[src/ktp_pkg.sv]
package ktp_pkg;

    localparam int KEY_DEPTH = 16;
    localparam int KEY_AW    = $clog2(KEY_DEPTH);
    localparam int TIME_BITS = 16;
    localparam int FRAC_BITS = 16;
    localparam int VAL_W     = 32;
    localparam int EASE_W    = 3;
    localparam int REQ_W     = 3;
    localparam int IDX_W     = 4;
    localparam int CNT_W     = 5;
    localparam int STAT_W    = 2;
    localparam int CFG_AW    = 4;
    localparam int CFG_DW    = 16;
    localparam int LANES     = 4;
    localparam int LANE_W    = 8;
    localparam int LANE_SW   = $clog2(LANES);

    localparam int NUM_W  = TIME_BITS + FRAC_BITS + 1;
    localparam int Q_W    = FRAC_BITS + 1;
    localparam int DIFF_W = VAL_W + 2;
    localparam int PROD_W = DIFF_W + Q_W + 1;
    localparam int SUM_W  = PROD_W + 1;

    localparam logic [Q_W-1:0] Q_ONE  = Q_W'(1) << FRAC_BITS;
    localparam logic [Q_W-1:0] Q_HALF = Q_W'(1) << (FRAC_BITS - 1);

    typedef enum logic [REQ_W-1:0] {
        REQ_LOAD = 3'd0,
        REQ_PLAY = 3'd1,
        REQ_STOP = 3'd2,
        REQ_SEEK = 3'd3,
        REQ_TICK = 3'd4
    } req_t;

    typedef enum logic [EASE_W-1:0] {
        EASE_LINEAR = 3'd0,
        EASE_IN     = 3'd1,
        EASE_OUT    = 3'd2,
        EASE_INOUT  = 3'd3,
        EASE_STEP   = 3'd4
    } ease_t;

    typedef enum logic [STAT_W-1:0] {
        ST_OK    = 2'd0,
        ST_IDLE  = 2'd1,
        ST_ORDER = 2'd2
    } status_t;

    typedef enum logic [CFG_AW-1:0] {
        CFG_KEY_COUNT = 4'd0,
        CFG_DURATION  = 4'd1,
        CFG_LOOP      = 4'd2,
        CFG_KIND      = 4'd3
    } cfg_idx_t;

    typedef enum logic [2:0] {
        POS_HOLD,
        POS_ZERO,
        POS_SEEK,
        POS_TICK,
        POS_REM
    } pos_sel_t;

    typedef enum logic [1:0] {
        PH_FIRST,
        PH_LAST,
        PH_MID
    } scan_ph_t;

    typedef enum logic [4:0] {
        S_IDLE,
        S_DISP,
        S_LOAD,
        S_CHK0,
        S_CHK,
        S_CHKEND,
        S_STOP,
        S_SEEK,
        S_TICK,
        S_DIVM,
        S_TICKF,
        S_SCAN0,
        S_SCAN,
        S_DIVS,
        S_DIV,
        S_EASE1,
        S_EASE2,
        S_LERP1,
        S_LERP2,
        S_RESULT
    } state_t;

    typedef struct packed {
        logic [TIME_BITS-1:0] t;
        logic [VAL_W-1:0]     v;
        logic [EASE_W-1:0]    e;
    } key_t;

    typedef struct packed {
        logic     cap;
        logic     key_wr;
        logic     chk_start;
        logic     chk_step;
        logic     play_set;
        logic     play_clr;
        pos_sel_t pos_sel;
        logic     set_status;
        status_t  status;
        logic     tick_fin;
        logic     scan_start;
        logic     scan_step;
        logic     div_frac;
        logic     div_mod;
        logic     ease_mul;
        logic     ease_fin;
        logic     lerp_mul;
        logic     lerp_fin;
        logic     out_load;
    } cmd_t;

    typedef struct packed {
        logic [REQ_W-1:0] req;
        logic             playing;
        logic             apply;
        logic             chk_last;
        logic             chk_bad;
        logic             tick_mod;
        logic             scan_hit;
        logic             scan_single;
        logic             div_busy;
        logic             lerp_last;
        logic             out_free;
    } sts_t;

endpackage

[src/ktp_ram.sv]
module ktp_ram #(
    parameter int WIDTH = 8,
    parameter int DEPTH = 16
) (
    input  logic                     aclk,
    input  logic                     we,
    input  logic [$clog2(DEPTH)-1:0] waddr,
    input  logic [WIDTH-1:0]         wdata,
    input  logic [$clog2(DEPTH)-1:0] raddr,
    output logic [WIDTH-1:0]         rdata
);

    logic [WIDTH-1:0] mem [DEPTH];

    always_ff @(posedge aclk) begin
        if (we) begin
            mem[waddr] <= wdata;
        end
        rdata <= mem[raddr];
    end

endmodule

[src/ktp_div.sv]
module ktp_div (
    input  logic                           aclk,
    input  logic                           aresetn,
    input  logic                           start,
    input  logic [ktp_pkg::NUM_W-1:0]      num,
    input  logic [ktp_pkg::TIME_BITS-1:0]  den,
    output logic                           busy,
    output logic [ktp_pkg::NUM_W-1:0]      quot,
    output logic [ktp_pkg::TIME_BITS-1:0]  rem
);

    localparam int CW = $clog2(ktp_pkg::NUM_W + 1);

    logic [CW-1:0]                  cnt_reg, cnt_next;
    logic [ktp_pkg::NUM_W-1:0]      q_reg, q_next;
    logic [ktp_pkg::TIME_BITS-1:0]  rem_reg, rem_next;
    logic [ktp_pkg::TIME_BITS-1:0]  den_reg, den_next;
    logic [ktp_pkg::TIME_BITS:0]    rem2;
    logic                           ge;

    assign rem2 = {rem_reg, q_reg[ktp_pkg::NUM_W-1]};
    assign ge   = rem2 >= {1'b0, den_reg};

    always_comb begin
        cnt_next = cnt_reg;
        q_next   = q_reg;
        rem_next = rem_reg;
        den_next = den_reg;
        if (start) begin
            cnt_next = CW'(ktp_pkg::NUM_W);
            q_next   = num;
            rem_next = '0;
            den_next = den;
        end else if (cnt_reg != '0) begin
            cnt_next = cnt_reg - 1'b1;
            q_next   = {q_reg[ktp_pkg::NUM_W-2:0], ge};
            rem_next = ge ? ktp_pkg::TIME_BITS'(rem2 - {1'b0, den_reg})
                          : rem2[ktp_pkg::TIME_BITS-1:0];
        end
    end

    always_ff @(posedge aclk) begin
        if (!aresetn) begin
            cnt_reg <= '0;
        end else begin
            cnt_reg <= cnt_next;
        end
        q_reg   <= q_next;
        rem_reg <= rem_next;
        den_reg <= den_next;
    end

    assign busy = cnt_reg != '0;
    assign quot = q_reg;
    assign rem  = rem_reg;

endmodule

[src/ktp_dp.sv]
module ktp_dp (
    input  logic                               aclk,
    input  logic                               aresetn,
    input  ktp_pkg::cmd_t                      cmd,
    output ktp_pkg::sts_t                      sts,
    input  logic                               cfg_we,
    input  logic [ktp_pkg::CFG_AW-1:0]         cfg_index,
    input  logic [ktp_pkg::CFG_DW-1:0]         cfg_data,
    input  logic [ktp_pkg::REQ_W-1:0]          s_req_type,
    input  logic [ktp_pkg::IDX_W-1:0]          s_key_index,
    input  logic [ktp_pkg::TIME_BITS-1:0]      s_key_time,
    input  logic [ktp_pkg::VAL_W-1:0]          s_key_value,
    input  logic [ktp_pkg::EASE_W-1:0]         s_key_ease,
    input  logic [ktp_pkg::TIME_BITS-1:0]      s_time_arg,
    input  logic                               s_apply_now,
    output logic                               m_valid,
    input  logic                               m_ready,
    output logic [ktp_pkg::VAL_W-1:0]          m_sampled_value,
    output logic                               m_value_valid,
    output logic [ktp_pkg::STAT_W-1:0]         m_status,
    output logic                               m_finished,
    output logic [ktp_pkg::TIME_BITS-1:0]      m_playhead
);

    localparam int TB = ktp_pkg::TIME_BITS;
    localparam int AW = ktp_pkg::KEY_AW;
    localparam int QW = ktp_pkg::Q_W;

    // configuration
    logic [ktp_pkg::CNT_W-1:0] kc_reg;
    logic [TB-1:0]             dur_reg;
    logic                      loop_reg, kind_reg;

    always_ff @(posedge aclk) begin
        if (!aresetn) begin
            kc_reg   <= ktp_pkg::CNT_W'(1);
            dur_reg  <= '0;
            loop_reg <= 1'b0;
            kind_reg <= 1'b0;
        end else if (cfg_we) begin
            unique case (cfg_index)
                ktp_pkg::CFG_KEY_COUNT: kc_reg   <= cfg_data[ktp_pkg::CNT_W-1:0];
                ktp_pkg::CFG_DURATION:  dur_reg  <= cfg_data[TB-1:0];
                ktp_pkg::CFG_LOOP:      loop_reg <= cfg_data[0];
                ktp_pkg::CFG_KIND:      kind_reg <= cfg_data[0];
                default: ;
            endcase
        end
    end

    logic [AW-1:0] nm1;
    always_comb begin
        if (kc_reg == '0) begin
            nm1 = '0;
        end else if (kc_reg > ktp_pkg::CNT_W'(ktp_pkg::KEY_DEPTH)) begin
            nm1 = AW'(ktp_pkg::KEY_DEPTH - 1);
        end else begin
            nm1 = AW'(kc_reg - 1'b1);
        end
    end

    // captured word
    logic [ktp_pkg::REQ_W-1:0]  req_reg;
    logic [ktp_pkg::IDX_W-1:0]  idx_reg;
    ktp_pkg::key_t              kin_reg;
    logic [TB-1:0]              targ_reg;
    logic                       apply_reg;

    always_ff @(posedge aclk) begin
        if (cmd.cap) begin
            req_reg   <= s_req_type;
            idx_reg   <= s_key_index;
            kin_reg   <= '{t: s_key_time, v: s_key_value, e: s_key_ease};
            targ_reg  <= s_time_arg;
            apply_reg <= s_apply_now;
        end
    end

    // key store
    logic [AW-1:0]  addr_reg, addr_next;
    ktp_pkg::key_t  rd;
    logic           ram_we;

    assign ram_we = cmd.key_wr && (32'(idx_reg) < ktp_pkg::KEY_DEPTH);

    ktp_ram #(
        .WIDTH($bits(ktp_pkg::key_t)),
        .DEPTH(ktp_pkg::KEY_DEPTH)
    ) u_ram (
        .aclk  (aclk),
        .we    (ram_we),
        .waddr (idx_reg[AW-1:0]),
        .wdata (kin_reg),
        .raddr (addr_next),
        .rdata (rd)
    );

    // playhead
    logic          play_reg;
    logic [TB-1:0] pos_reg, pos_next;
    logic [TB:0]   sum;
    logic          tick_mod;

    assign sum      = {1'b0, pos_reg} + {1'b0, targ_reg};
    assign tick_mod = (sum > {1'b0, dur_reg}) && loop_reg && (dur_reg != '0);

    // divider
    logic                       div_start, div_busy;
    logic [ktp_pkg::NUM_W-1:0]  div_num, div_quot;
    logic [TB-1:0]              div_den, div_rem;

    ktp_pkg::key_t  pa_reg, pb_reg, last_reg;
    ktp_pkg::scan_ph_t ph_reg;
    logic [TB-1:0]  span, pofs;

    assign span = pb_reg.t - pa_reg.t;
    assign pofs = pos_reg - pa_reg.t;

    always_comb begin
        div_start = cmd.div_frac || cmd.div_mod;
        if (cmd.div_mod) begin
            div_num = ktp_pkg::NUM_W'(sum);
            div_den = dur_reg;
        end else begin
            div_num = ({ktp_pkg::NUM_W'(pofs)} << ktp_pkg::FRAC_BITS)
                      + ktp_pkg::NUM_W'(span >> 1);
            div_den = span;
        end
    end

    ktp_div u_div (
        .aclk    (aclk),
        .aresetn (aresetn),
        .start   (div_start),
        .num     (div_num),
        .den     (div_den),
        .busy    (div_busy),
        .quot    (div_quot),
        .rem     (div_rem)
    );

    always_comb begin
        unique case (cmd.pos_sel)
            ktp_pkg::POS_ZERO: pos_next = '0;
            ktp_pkg::POS_SEEK: pos_next = (targ_reg < dur_reg) ? targ_reg : dur_reg;
            ktp_pkg::POS_TICK: pos_next = (sum > {1'b0, dur_reg}) ? dur_reg : sum[TB-1:0];
            ktp_pkg::POS_REM:  pos_next = div_rem;
            default:           pos_next = pos_reg;
        endcase
    end

    // check and scan
    logic chk_bad_reg;
    logic scan_hit, scan_single;
    logic [AW-1:0] nm2;

    assign nm2 = nm1 - 1'b1;

    always_comb begin
        scan_hit    = 1'b0;
        scan_single = 1'b0;
        addr_next   = addr_reg;
        if (cmd.chk_start || cmd.scan_start) begin
            addr_next = '0;
        end else if (cmd.chk_step) begin
            addr_next = addr_reg + 1'b1;
        end else if (cmd.scan_step) begin
            case (ph_reg)
                ktp_pkg::PH_FIRST: begin
                    if (pos_reg <= rd.t) begin
                        scan_hit    = 1'b1;
                        scan_single = 1'b1;
                    end else begin
                        addr_next = nm1;
                    end
                end
                ktp_pkg::PH_LAST: begin
                    if (pos_reg >= rd.t) begin
                        scan_hit    = 1'b1;
                        scan_single = 1'b1;
                    end else if (nm1 == AW'(1)) begin
                        scan_hit = 1'b1;
                    end else begin
                        addr_next = AW'(1);
                    end
                end
                default: begin
                    if (pos_reg < rd.t || addr_reg == nm2) begin
                        scan_hit = 1'b1;
                    end else begin
                        addr_next = addr_reg + 1'b1;
                    end
                end
            endcase
        end
    end

    // easing and interpolation
    logic [QW-1:0]   u, v, ma, mb, qm, e_reg, u_reg;
    logic [2*QW-1:0] eprod_reg;
    logic [2*QW-1:0] qm_full;

    assign u = (div_quot > ktp_pkg::NUM_W'(ktp_pkg::Q_ONE)) ? ktp_pkg::Q_ONE
                                                            : div_quot[QW-1:0];
    assign v = ktp_pkg::Q_ONE - u;

    always_comb begin
        case (pb_reg.e)
            ktp_pkg::EASE_OUT: begin
                ma = v;
                mb = v;
            end
            ktp_pkg::EASE_INOUT: begin
                if (u < ktp_pkg::Q_HALF) begin
                    ma = u << 1;
                    mb = u;
                end else begin
                    ma = v << 1;
                    mb = v;
                end
            end
            default: begin
                ma = u;
                mb = u;
            end
        endcase
    end

    assign qm_full = (eprod_reg + (2*QW)'(ktp_pkg::Q_HALF)) >> ktp_pkg::FRAC_BITS;
    assign qm      = qm_full[QW-1:0];

    logic [QW-1:0] e_next;
    always_comb begin
        case (pb_reg.e)
            ktp_pkg::EASE_IN:    e_next = qm;
            ktp_pkg::EASE_OUT:   e_next = ktp_pkg::Q_ONE - qm;
            ktp_pkg::EASE_INOUT: e_next = (u_reg < ktp_pkg::Q_HALF) ? qm
                                                                     : ktp_pkg::Q_ONE - qm;
            ktp_pkg::EASE_STEP:  e_next = '0;
            default:             e_next = u_reg;
        endcase
    end

    logic [ktp_pkg::LANE_SW-1:0]      lane_reg;
    logic signed [ktp_pkg::DIFF_W-1:0] xs, ys, ds, x_reg;
    logic signed [QW:0]                es;
    logic signed [ktp_pkg::PROD_W-1:0] mprod_reg;
    logic [ktp_pkg::LANE_W-1:0]        xa, yb;

    assign xa = pa_reg.v[lane_reg*ktp_pkg::LANE_W +: ktp_pkg::LANE_W];
    assign yb = pb_reg.v[lane_reg*ktp_pkg::LANE_W +: ktp_pkg::LANE_W];
    assign es = $signed({1'b0, e_reg});

    always_comb begin
        if (kind_reg) begin
            xs = $signed({{(ktp_pkg::DIFF_W-ktp_pkg::LANE_W){1'b0}}, xa});
            ys = $signed({{(ktp_pkg::DIFF_W-ktp_pkg::LANE_W){1'b0}}, yb});
        end else begin
            xs = $signed({{(ktp_pkg::DIFF_W-ktp_pkg::VAL_W){pa_reg.v[ktp_pkg::VAL_W-1]}},
                          pa_reg.v});
            ys = $signed({{(ktp_pkg::DIFF_W-ktp_pkg::VAL_W){pb_reg.v[ktp_pkg::VAL_W-1]}},
                          pb_reg.v});
        end
        ds = ys - xs;
    end

    logic signed [ktp_pkg::SUM_W-1:0] xw, vsum, rs;
    logic [ktp_pkg::SUM_W-1:0]        mag, rnd;
    logic                             neg;
    logic [ktp_pkg::LANE_W-1:0]       lane_out;

    always_comb begin
        xw   = ktp_pkg::SUM_W'(x_reg);
        vsum = (xw <<< ktp_pkg::FRAC_BITS) + ktp_pkg::SUM_W'(mprod_reg);
        neg  = vsum[ktp_pkg::SUM_W-1];
        mag  = neg ? ktp_pkg::SUM_W'(-vsum) : ktp_pkg::SUM_W'(vsum);
        rnd  = (mag + ktp_pkg::SUM_W'(ktp_pkg::Q_HALF)) >> ktp_pkg::FRAC_BITS;
        rs   = neg ? -$signed(rnd) : $signed(rnd);
        if (rs < 0) begin
            lane_out = '0;
        end else if (rs > ktp_pkg::SUM_W'(255)) begin
            lane_out = '1;
        end else begin
            lane_out = rs[ktp_pkg::LANE_W-1:0];
        end
    end

    // result
    logic [ktp_pkg::VAL_W-1:0]  rval_reg;
    logic                       rvv_reg, rfin_reg;
    logic [ktp_pkg::STAT_W-1:0] rstat_reg;
    logic                       mv_reg;
    logic [ktp_pkg::VAL_W-1:0]  mval_reg;
    logic                       mvv_reg, mfin_reg;
    logic [ktp_pkg::STAT_W-1:0] mstat_reg;
    logic [TB-1:0]              mpos_reg;
    logic                       tick_done;

    assign tick_done = !loop_reg && (pos_reg >= dur_reg);

    always_ff @(posedge aclk) begin
        if (!aresetn) begin
            play_reg <= 1'b0;
            pos_reg  <= '0;
            mv_reg   <= 1'b0;
        end else begin
            pos_reg <= pos_next;
            if (cmd.play_set) begin
                play_reg <= 1'b1;
            end else if (cmd.play_clr || (cmd.tick_fin && tick_done)) begin
                play_reg <= 1'b0;
            end
            if (cmd.out_load) begin
                mv_reg <= 1'b1;
            end else if (m_ready) begin
                mv_reg <= 1'b0;
            end
        end
    end

    always_ff @(posedge aclk) begin
        addr_reg <= addr_next;
        if (cmd.cap) begin
            rval_reg  <= '0;
            rvv_reg   <= 1'b0;
            rfin_reg  <= 1'b0;
            rstat_reg <= ktp_pkg::ST_OK;
        end
        if (cmd.set_status) begin
            rstat_reg <= cmd.status;
        end
        if (cmd.tick_fin) begin
            rfin_reg <= tick_done;
        end
        if (cmd.chk_start) begin
            chk_bad_reg <= 1'b0;
        end
        if (cmd.chk_step) begin
            if (addr_reg != '0 && rd.t < pa_reg.t) begin
                chk_bad_reg <= 1'b1;
            end
            pa_reg <= rd;
        end
        if (cmd.scan_start) begin
            ph_reg <= ktp_pkg::PH_FIRST;
        end
        if (cmd.scan_step) begin
            case (ph_reg)
                ktp_pkg::PH_FIRST: begin
                    pa_reg <= rd;
                    ph_reg <= ktp_pkg::PH_LAST;
                end
                ktp_pkg::PH_LAST: begin
                    last_reg <= rd;
                    pb_reg   <= rd;
                    ph_reg   <= ktp_pkg::PH_MID;
                end
                default: begin
                    if (pos_reg < rd.t) begin
                        pb_reg <= rd;
                    end else begin
                        pa_reg <= rd;
                        pb_reg <= last_reg;
                    end
                end
            endcase
            if (scan_single) begin
                rval_reg <= rd.v;
                rvv_reg  <= 1'b1;
            end
        end
        if (cmd.ease_mul) begin
            eprod_reg <= ma * mb;
            u_reg     <= u;
        end
        if (cmd.ease_fin) begin
            e_reg    <= e_next;
            lane_reg <= '0;
        end
        if (cmd.lerp_mul) begin
            mprod_reg <= ds * es;
            x_reg     <= xs;
        end
        if (cmd.lerp_fin) begin
            if (kind_reg) begin
                rval_reg[lane_reg*ktp_pkg::LANE_W +: ktp_pkg::LANE_W] <= lane_out;
            end else begin
                rval_reg <= rs[ktp_pkg::VAL_W-1:0];
            end
            rvv_reg  <= 1'b1;
            lane_reg <= lane_reg + 1'b1;
        end
        if (cmd.out_load) begin
            mval_reg  <= rval_reg;
            mvv_reg   <= rvv_reg;
            mstat_reg <= rstat_reg;
            mfin_reg  <= rfin_reg;
            mpos_reg  <= pos_reg;
        end
    end

    always_comb begin
        sts.req         = req_reg;
        sts.playing     = play_reg;
        sts.apply       = apply_reg;
        sts.chk_last    = addr_reg == nm1;
        sts.chk_bad     = chk_bad_reg;
        sts.tick_mod    = tick_mod;
        sts.scan_hit    = scan_hit;
        sts.scan_single = scan_single;
        sts.div_busy    = div_busy;
        sts.lerp_last   = !kind_reg || (lane_reg == ktp_pkg::LANE_SW'(ktp_pkg::LANES - 1));
        sts.out_free    = !mv_reg || m_ready;
    end

    assign m_valid         = mv_reg;
    assign m_sampled_value = mval_reg;
    assign m_value_valid   = mvv_reg;
    assign m_status        = mstat_reg;
    assign m_finished      = mfin_reg;
    assign m_playhead      = mpos_reg;

endmodule

[src/ktp_ctrl.sv]
module ktp_ctrl (
    input  logic           aclk,
    input  logic           aresetn,
    input  logic           s_valid,
    output logic           s_ready,
    input  ktp_pkg::sts_t  sts,
    output ktp_pkg::cmd_t  cmd
);

    ktp_pkg::state_t state_reg, state_next;

    always_ff @(posedge aclk) begin
        if (!aresetn) begin
            state_reg <= ktp_pkg::S_IDLE;
        end else begin
            state_reg <= state_next;
        end
    end

    always_comb begin
        state_next = state_reg;
        unique case (state_reg)
            ktp_pkg::S_IDLE:   if (s_valid) state_next = ktp_pkg::S_DISP;
            ktp_pkg::S_DISP: begin
                case (sts.req)
                    ktp_pkg::REQ_LOAD: state_next = ktp_pkg::S_LOAD;
                    ktp_pkg::REQ_PLAY: state_next = ktp_pkg::S_CHK0;
                    ktp_pkg::REQ_STOP: state_next = ktp_pkg::S_STOP;
                    ktp_pkg::REQ_SEEK: state_next = ktp_pkg::S_SEEK;
                    ktp_pkg::REQ_TICK: state_next = ktp_pkg::S_TICK;
                    default:           state_next = ktp_pkg::S_IDLE;
                endcase
            end
            ktp_pkg::S_LOAD:   state_next = ktp_pkg::S_IDLE;
            ktp_pkg::S_CHK0:   state_next = ktp_pkg::S_CHK;
            ktp_pkg::S_CHK:    if (sts.chk_last) state_next = ktp_pkg::S_CHKEND;
            ktp_pkg::S_CHKEND: state_next = sts.chk_bad ? ktp_pkg::S_RESULT : ktp_pkg::S_SCAN0;
            ktp_pkg::S_STOP:   state_next = ktp_pkg::S_RESULT;
            ktp_pkg::S_SEEK: begin
                if (sts.playing && sts.apply) begin
                    state_next = ktp_pkg::S_SCAN0;
                end else begin
                    state_next = ktp_pkg::S_RESULT;
                end
            end
            ktp_pkg::S_TICK: begin
                if (!sts.playing) begin
                    state_next = ktp_pkg::S_RESULT;
                end else if (sts.tick_mod) begin
                    state_next = ktp_pkg::S_DIVM;
                end else begin
                    state_next = ktp_pkg::S_TICKF;
                end
            end
            ktp_pkg::S_DIVM:   if (!sts.div_busy) state_next = ktp_pkg::S_TICKF;
            ktp_pkg::S_TICKF:  state_next = ktp_pkg::S_SCAN0;
            ktp_pkg::S_SCAN0:  state_next = ktp_pkg::S_SCAN;
            ktp_pkg::S_SCAN: begin
                if (sts.scan_hit) begin
                    state_next = sts.scan_single ? ktp_pkg::S_RESULT : ktp_pkg::S_DIVS;
                end
            end
            ktp_pkg::S_DIVS:   state_next = ktp_pkg::S_DIV;
            ktp_pkg::S_DIV:    if (!sts.div_busy) state_next = ktp_pkg::S_EASE1;
            ktp_pkg::S_EASE1:  state_next = ktp_pkg::S_EASE2;
            ktp_pkg::S_EASE2:  state_next = ktp_pkg::S_LERP1;
            ktp_pkg::S_LERP1:  state_next = ktp_pkg::S_LERP2;
            ktp_pkg::S_LERP2:  state_next = sts.lerp_last ? ktp_pkg::S_RESULT : ktp_pkg::S_LERP1;
            ktp_pkg::S_RESULT: if (sts.out_free) state_next = ktp_pkg::S_IDLE;
            default:           state_next = ktp_pkg::S_IDLE;
        endcase
    end

    always_comb begin
        cmd         = '0;
        cmd.pos_sel = ktp_pkg::POS_HOLD;
        cmd.status  = ktp_pkg::ST_OK;
        s_ready     = 1'b0;
        unique case (state_reg)
            ktp_pkg::S_IDLE: begin
                s_ready = 1'b1;
                cmd.cap = s_valid;
            end
            ktp_pkg::S_LOAD:  cmd.key_wr = 1'b1;
            ktp_pkg::S_CHK0:  cmd.chk_start = 1'b1;
            ktp_pkg::S_CHK:   cmd.chk_step = 1'b1;
            ktp_pkg::S_CHKEND: begin
                if (sts.chk_bad) begin
                    cmd.set_status = 1'b1;
                    cmd.status     = ktp_pkg::ST_ORDER;
                end else begin
                    cmd.play_set = 1'b1;
                    cmd.pos_sel  = ktp_pkg::POS_ZERO;
                end
            end
            ktp_pkg::S_STOP: begin
                cmd.play_clr = 1'b1;
                cmd.pos_sel  = ktp_pkg::POS_ZERO;
            end
            ktp_pkg::S_SEEK: begin
                if (!sts.playing) begin
                    cmd.set_status = 1'b1;
                    cmd.status     = ktp_pkg::ST_IDLE;
                end else begin
                    cmd.pos_sel = ktp_pkg::POS_SEEK;
                end
            end
            ktp_pkg::S_TICK: begin
                if (sts.playing) begin
                    if (sts.tick_mod) begin
                        cmd.div_mod = 1'b1;
                    end else begin
                        cmd.pos_sel = ktp_pkg::POS_TICK;
                    end
                end
            end
            ktp_pkg::S_DIVM:   if (!sts.div_busy) cmd.pos_sel = ktp_pkg::POS_REM;
            ktp_pkg::S_TICKF:  cmd.tick_fin = 1'b1;
            ktp_pkg::S_SCAN0:  cmd.scan_start = 1'b1;
            ktp_pkg::S_SCAN:   cmd.scan_step = 1'b1;
            ktp_pkg::S_DIVS:   cmd.div_frac = 1'b1;
            ktp_pkg::S_EASE1:  cmd.ease_mul = 1'b1;
            ktp_pkg::S_EASE2:  cmd.ease_fin = 1'b1;
            ktp_pkg::S_LERP1:  cmd.lerp_mul = 1'b1;
            ktp_pkg::S_LERP2:  cmd.lerp_fin = 1'b1;
            ktp_pkg::S_RESULT: cmd.out_load = sts.out_free;
            default: ;
        endcase
    end

endmodule

[src/keyframe_track_player.sv]
// Keyframe track player: one track of up to 16 keys plus a playhead, one request
// word at a time. A key load needs no result slot; stop, a refused seek or a tick
// while stopped wait only for the result slot. A sample walks the key memory at
// one key per cycle through its single registered read port, then runs the
// bit-serial divider for the fraction and the ease and blend steps, the blend
// once per lane for color. Play first sweeps all n keys for ordering; a looping
// tick that wraps adds another divider pass for the modulo. The next word is
// taken while a finished result still waits in the output register.
module keyframe_track_player (
    input  logic                               aclk,
    input  logic                               aresetn,
    input  logic                               cfg_valid,
    output logic                               cfg_ready,
    input  logic [ktp_pkg::CFG_AW-1:0]         cfg_index,
    input  logic [ktp_pkg::CFG_DW-1:0]         cfg_data,
    input  logic                               s_valid,
    output logic                               s_ready,
    input  logic [ktp_pkg::REQ_W-1:0]          s_req_type,
    input  logic [ktp_pkg::IDX_W-1:0]          s_key_index,
    input  logic [ktp_pkg::TIME_BITS-1:0]      s_key_time,
    input  logic [ktp_pkg::VAL_W-1:0]          s_key_value,
    input  logic [ktp_pkg::EASE_W-1:0]         s_key_ease,
    input  logic [ktp_pkg::TIME_BITS-1:0]      s_time_arg,
    input  logic                               s_apply_now,
    output logic                               m_valid,
    input  logic                               m_ready,
    output logic [ktp_pkg::VAL_W-1:0]          m_sampled_value,
    output logic                               m_value_valid,
    output logic [ktp_pkg::STAT_W-1:0]         m_status,
    output logic                               m_finished,
    output logic [ktp_pkg::TIME_BITS-1:0]      m_playhead
);

    ktp_pkg::cmd_t cmd;
    ktp_pkg::sts_t sts;

    assign cfg_ready = 1'b1;

    ktp_ctrl u_ctrl (
        .aclk    (aclk),
        .aresetn (aresetn),
        .s_valid (s_valid),
        .s_ready (s_ready),
        .sts     (sts),
        .cmd     (cmd)
    );

    ktp_dp u_dp (
        .aclk            (aclk),
        .aresetn         (aresetn),
        .cmd             (cmd),
        .sts             (sts),
        .cfg_we          (cfg_valid),
        .cfg_index       (cfg_index),
        .cfg_data        (cfg_data),
        .s_req_type      (s_req_type),
        .s_key_index     (s_key_index),
        .s_key_time      (s_key_time),
        .s_key_value     (s_key_value),
        .s_key_ease      (s_key_ease),
        .s_time_arg      (s_time_arg),
        .s_apply_now     (s_apply_now),
        .m_valid         (m_valid),
        .m_ready         (m_ready),
        .m_sampled_value (m_sampled_value),
        .m_value_valid   (m_value_valid),
        .m_status        (m_status),
        .m_finished      (m_finished),
        .m_playhead      (m_playhead)
    );

endmodule

[config.mk]
export PLATFORM = sky130hd
export DESIGN_NAME = keyframe_track_player
export DESIGN_NICKNAME = d
export VERILOG_FILES = /design/src/ktp_pkg.sv /design/src/ktp_ram.sv /design/src/ktp_div.sv /design/src/ktp_dp.sv /design/src/ktp_ctrl.sv /design/src/keyframe_track_player.sv
export SDC_FILE = /design/constraint.sdc
export NUM_CORES = 2
export LEC_CHECK = 0
export BUFFER_PORTS_ARGS = -buffer_cell sky130_fd_sc_hd__buf_2
export CAP_MARGIN = 30
export CORE_MARGIN = 10
export CORE_UTILIZATION = 39
export CTS_CLUSTER_DIAMETER = 150
export CTS_CLUSTER_SIZE = 8
export DETAILED_ROUTE_END_ITERATION = 10
export GPL_TIMING_DRIVEN = 0
export SYNTH_ARGS = -nofsm -noshare
export SYNTH_HDL_FRONTEND = slang
export SYNTH_SLANG_ARGS = --single-unit
[constraint.sdc]
create_clock -name aclk -period 16.4 [get_ports aclk]
set_input_delay 3.28 -clock aclk [delete_from_list [all_inputs] [get_ports aclk]]
set_output_delay 3.28 -clock aclk [all_outputs]
set_load 0.005 [all_outputs]
==> results.md <==
* Status: complete, no violations
* Hold Buf Count CTS at 0
* Most numerous cell in the Yosys netlist: edfxtp_1
* Final period utilization at 92.0%
* Sequential share of the synthesized area at 41.4%
* Crit path largest cell delay at between 0.8 and 0.9 ns
* Yosys top cell by area: edfxtp_1
* Ys flop type: edfxtp_1
* Post-synth top cells: edfxtp_1 (1235), inv_1 (1070), nand2_1 (948)
* CTS Sinks at approximately 1400
* Slew @ Worst Pin at 1.13 ns
* Critical path type: flip-flop to flip-flop
* Mean post-synth cell area at 11.1 um2
* Vias in the first global route at 72756
* Distinct cells, synth at 106
* DIE HEIGHT at between 500 and 600 um
* First-pass GRT wire length at ~470000 um
* Clock Latency Late Sink at 0.83 ns
* Vias after detailed routing at 71085
* Flops & latches, synth at approximately 1400
* Syn_nets at slightly above 10000
* Setup Skew at between 0.05 and 0.06 ns
* Clk buf depth at 3
* Req. time, crit path at 16.89 ns
* Die footprint at 276000 um2
* Share of layout cells above drive strength 1 at between 8 and 9%
* Nets at 10820
* FFs w/ async S/R, synth at 0%
* # DRC at 0
* Max Fclk at 0.0663 GHz
* Via density at 5.48
* Top cell by count, worst path: o21ai_0
* H-tree levels at 4
* Worst Setup Start Kind: flip-flop
* Hold WC Path Type: flip-flop to flip-flop
* Hpwl dp at between 200000 and 250000 um
* CTS resizes at 0
* Post-route ant nets at 0
* DR WL/cell at 24.2 um
* Synth Instances at between 8000 and 9000
* Slew margin rel. at 24.2%
* Initial DRC count at between 6000 and 7000
* Post-CTS Setup Inserts at 0
* Hold Vio Cnt, Final at 0
* Grt total ovfl at 0
* Total GRT Usage at 22.2%
* Detailed Route WL at 314000 um
* Final slew viol count at 0
* Total core area at 254000 um2
* Minimum clock period at between 15 and 20 ns
* Max-Cap Viols at 0
* EDFF count, synth at 1235
* Critical path endpoint category: flip-flop
* Top post-synthesis cells by area: edfxtp_1 (37%), fa_1 (16%), mux2i_1 (8.4%), ha_1 (5.6%), dfxtp_1 (4.2%)
* RSZ-0062 raised after global routing: false
* Iteration count of the initial detailed-routing pass at 8
* Post-synthesis cell area at roughly 100000 um2
* # IOs at 155
* Critical path fanouts, max at 10
* Die X at around 530 um
* Routability Congestion at 0.952
* Pin count of the biggest net entering global routing at 43
* Final TNS setup at 0 ns
* Post-synth top area share at a little under two fifths
* Area delta synth->final at 12.7%
* Post-layout util at 44.2%
* Max reg flops at 816
* I/O Buffers at between 150 and 200
* Ys Warns at 0
* # setup viols final at 0
* Starting Density at 39.2%
* Site Rows at 185
* CP max stage cell: o41ai_1
* Num CTS Buffers at between 150 and 200
* Initial antenna violation count at 24
* Crit path arrival time at 15.58 ns
* Worst-path clk slew at 0.06 ns
* CTS tree: done
* CTS root buf: clkbuf_16
-- final timing paths --
kind                          start            endpoint  slack [ns]  cells after the start
hold reg to reg   u_dp.rstat_reg[1]    u_dp.m_status[1]        0.42                      0
setup reg to reg      u_dp.kind_reg  u_dp.mprod_reg[51]        1.31                     43
setup / recovery      u_dp.kind_reg  u_dp.mprod_reg[51]        1.31                     43
hold / removal    u_dp.rstat_reg[1]    u_dp.m_status[1]        0.42                      0
-- metal layers --
metal | part of all wire [%] | global-route usage [%] | up-vias
met2 | 45 | 35.0 | 2617
li1 | - | - | 32032
met3 | 7.0 | 3.87 | 525
met1 | 44 | 30.6 | 35907
met4 | 3.9 | 7.99 | 4
met5 | 0.011 | 0 | -
-- critical path: cells and delay by family (launching register included) --
family	cells	cell delay, ns
xor gates and xnor gates	1	0.67
buffers and inverters	7	2.13
adders and majority gates	8	3.81
DFF	1	0.30
AOI/OAI and AO/OA	22	6.47
and+or+nand+nor	5	1.41
-- area by class of cell --
cell class	count	area, um2
inverters	1075	4040
clock inverters	15	322
multi-input cells	6067	52900
flip-flops and latches	1442	41200
plain buffers	413	1600
well taps	3366	4210
diodes	12	30.0
repair buffers	296	2640
fillers	23712	142000
clock buffers	279	5300
-- per-stage QoR --
| step | hold slack [ns] | instance area [um2] | cells | setup slack (ns) |
|---|---|---|---|---|
| floorplan | 0.400 | 99600 | 8997 | 5.40 |
| global placement | 0.421 | 105000 | 12516 | 1.57 |
| detailed placement | 0.421 | 106000 | 12644 | 1.64 |
| CTS | 0.418 | 112000 | 12938 | 1.61 |
| global route | 0.428 | 112000 | 12958 | 0.472 |
| finish | 0.415 | 112000 | 12965 | 1.31 |
-- cell families after synthesis --
kind of cell               count (synthesis)  share of synthesized area [%]
AOI/OAI and AO/OA                       1256                           8.21
xor gates and xnor gates                 256                           2.26
adders and majority gates               1227                           21.3
buffers and inverters                   1488                           5.65
DFF                                     1442                           41.4
muxes                                    964                           9.85
other                                      1                        0.00376
and+or+nand+nor                         2363                           11.4
-- cells in the final DEF, fill, tap and decap left out, types with 131 or more instances in the layout --
| cell | n |
|---|---|
| edfxtp_1 | 1235 |
| inv_1 | 1069 |
| nand2_1 | 948 |
| mux2i_1 | 833 |
| fa_1 | 778 |
| ha_1 | 449 |
| clkbuf_1 | 401 |
| nor2_1 | 385 |
| a21oi_1 | 316 |
| o21ai_0 | 280 |
| and2_1 | 261 |
| dfxtp_1 | 207 |
| clkbuf_16 | 200 |
| xnor2_1 | 186 |
| buf_2 | 179 |
| nand3_1 | 138 |
| mux2_2 | 131 |
Power is left out: the tool's default activity adds up to more than one toggle a clock period on the data nets, which glitch-free logic cannot reach.
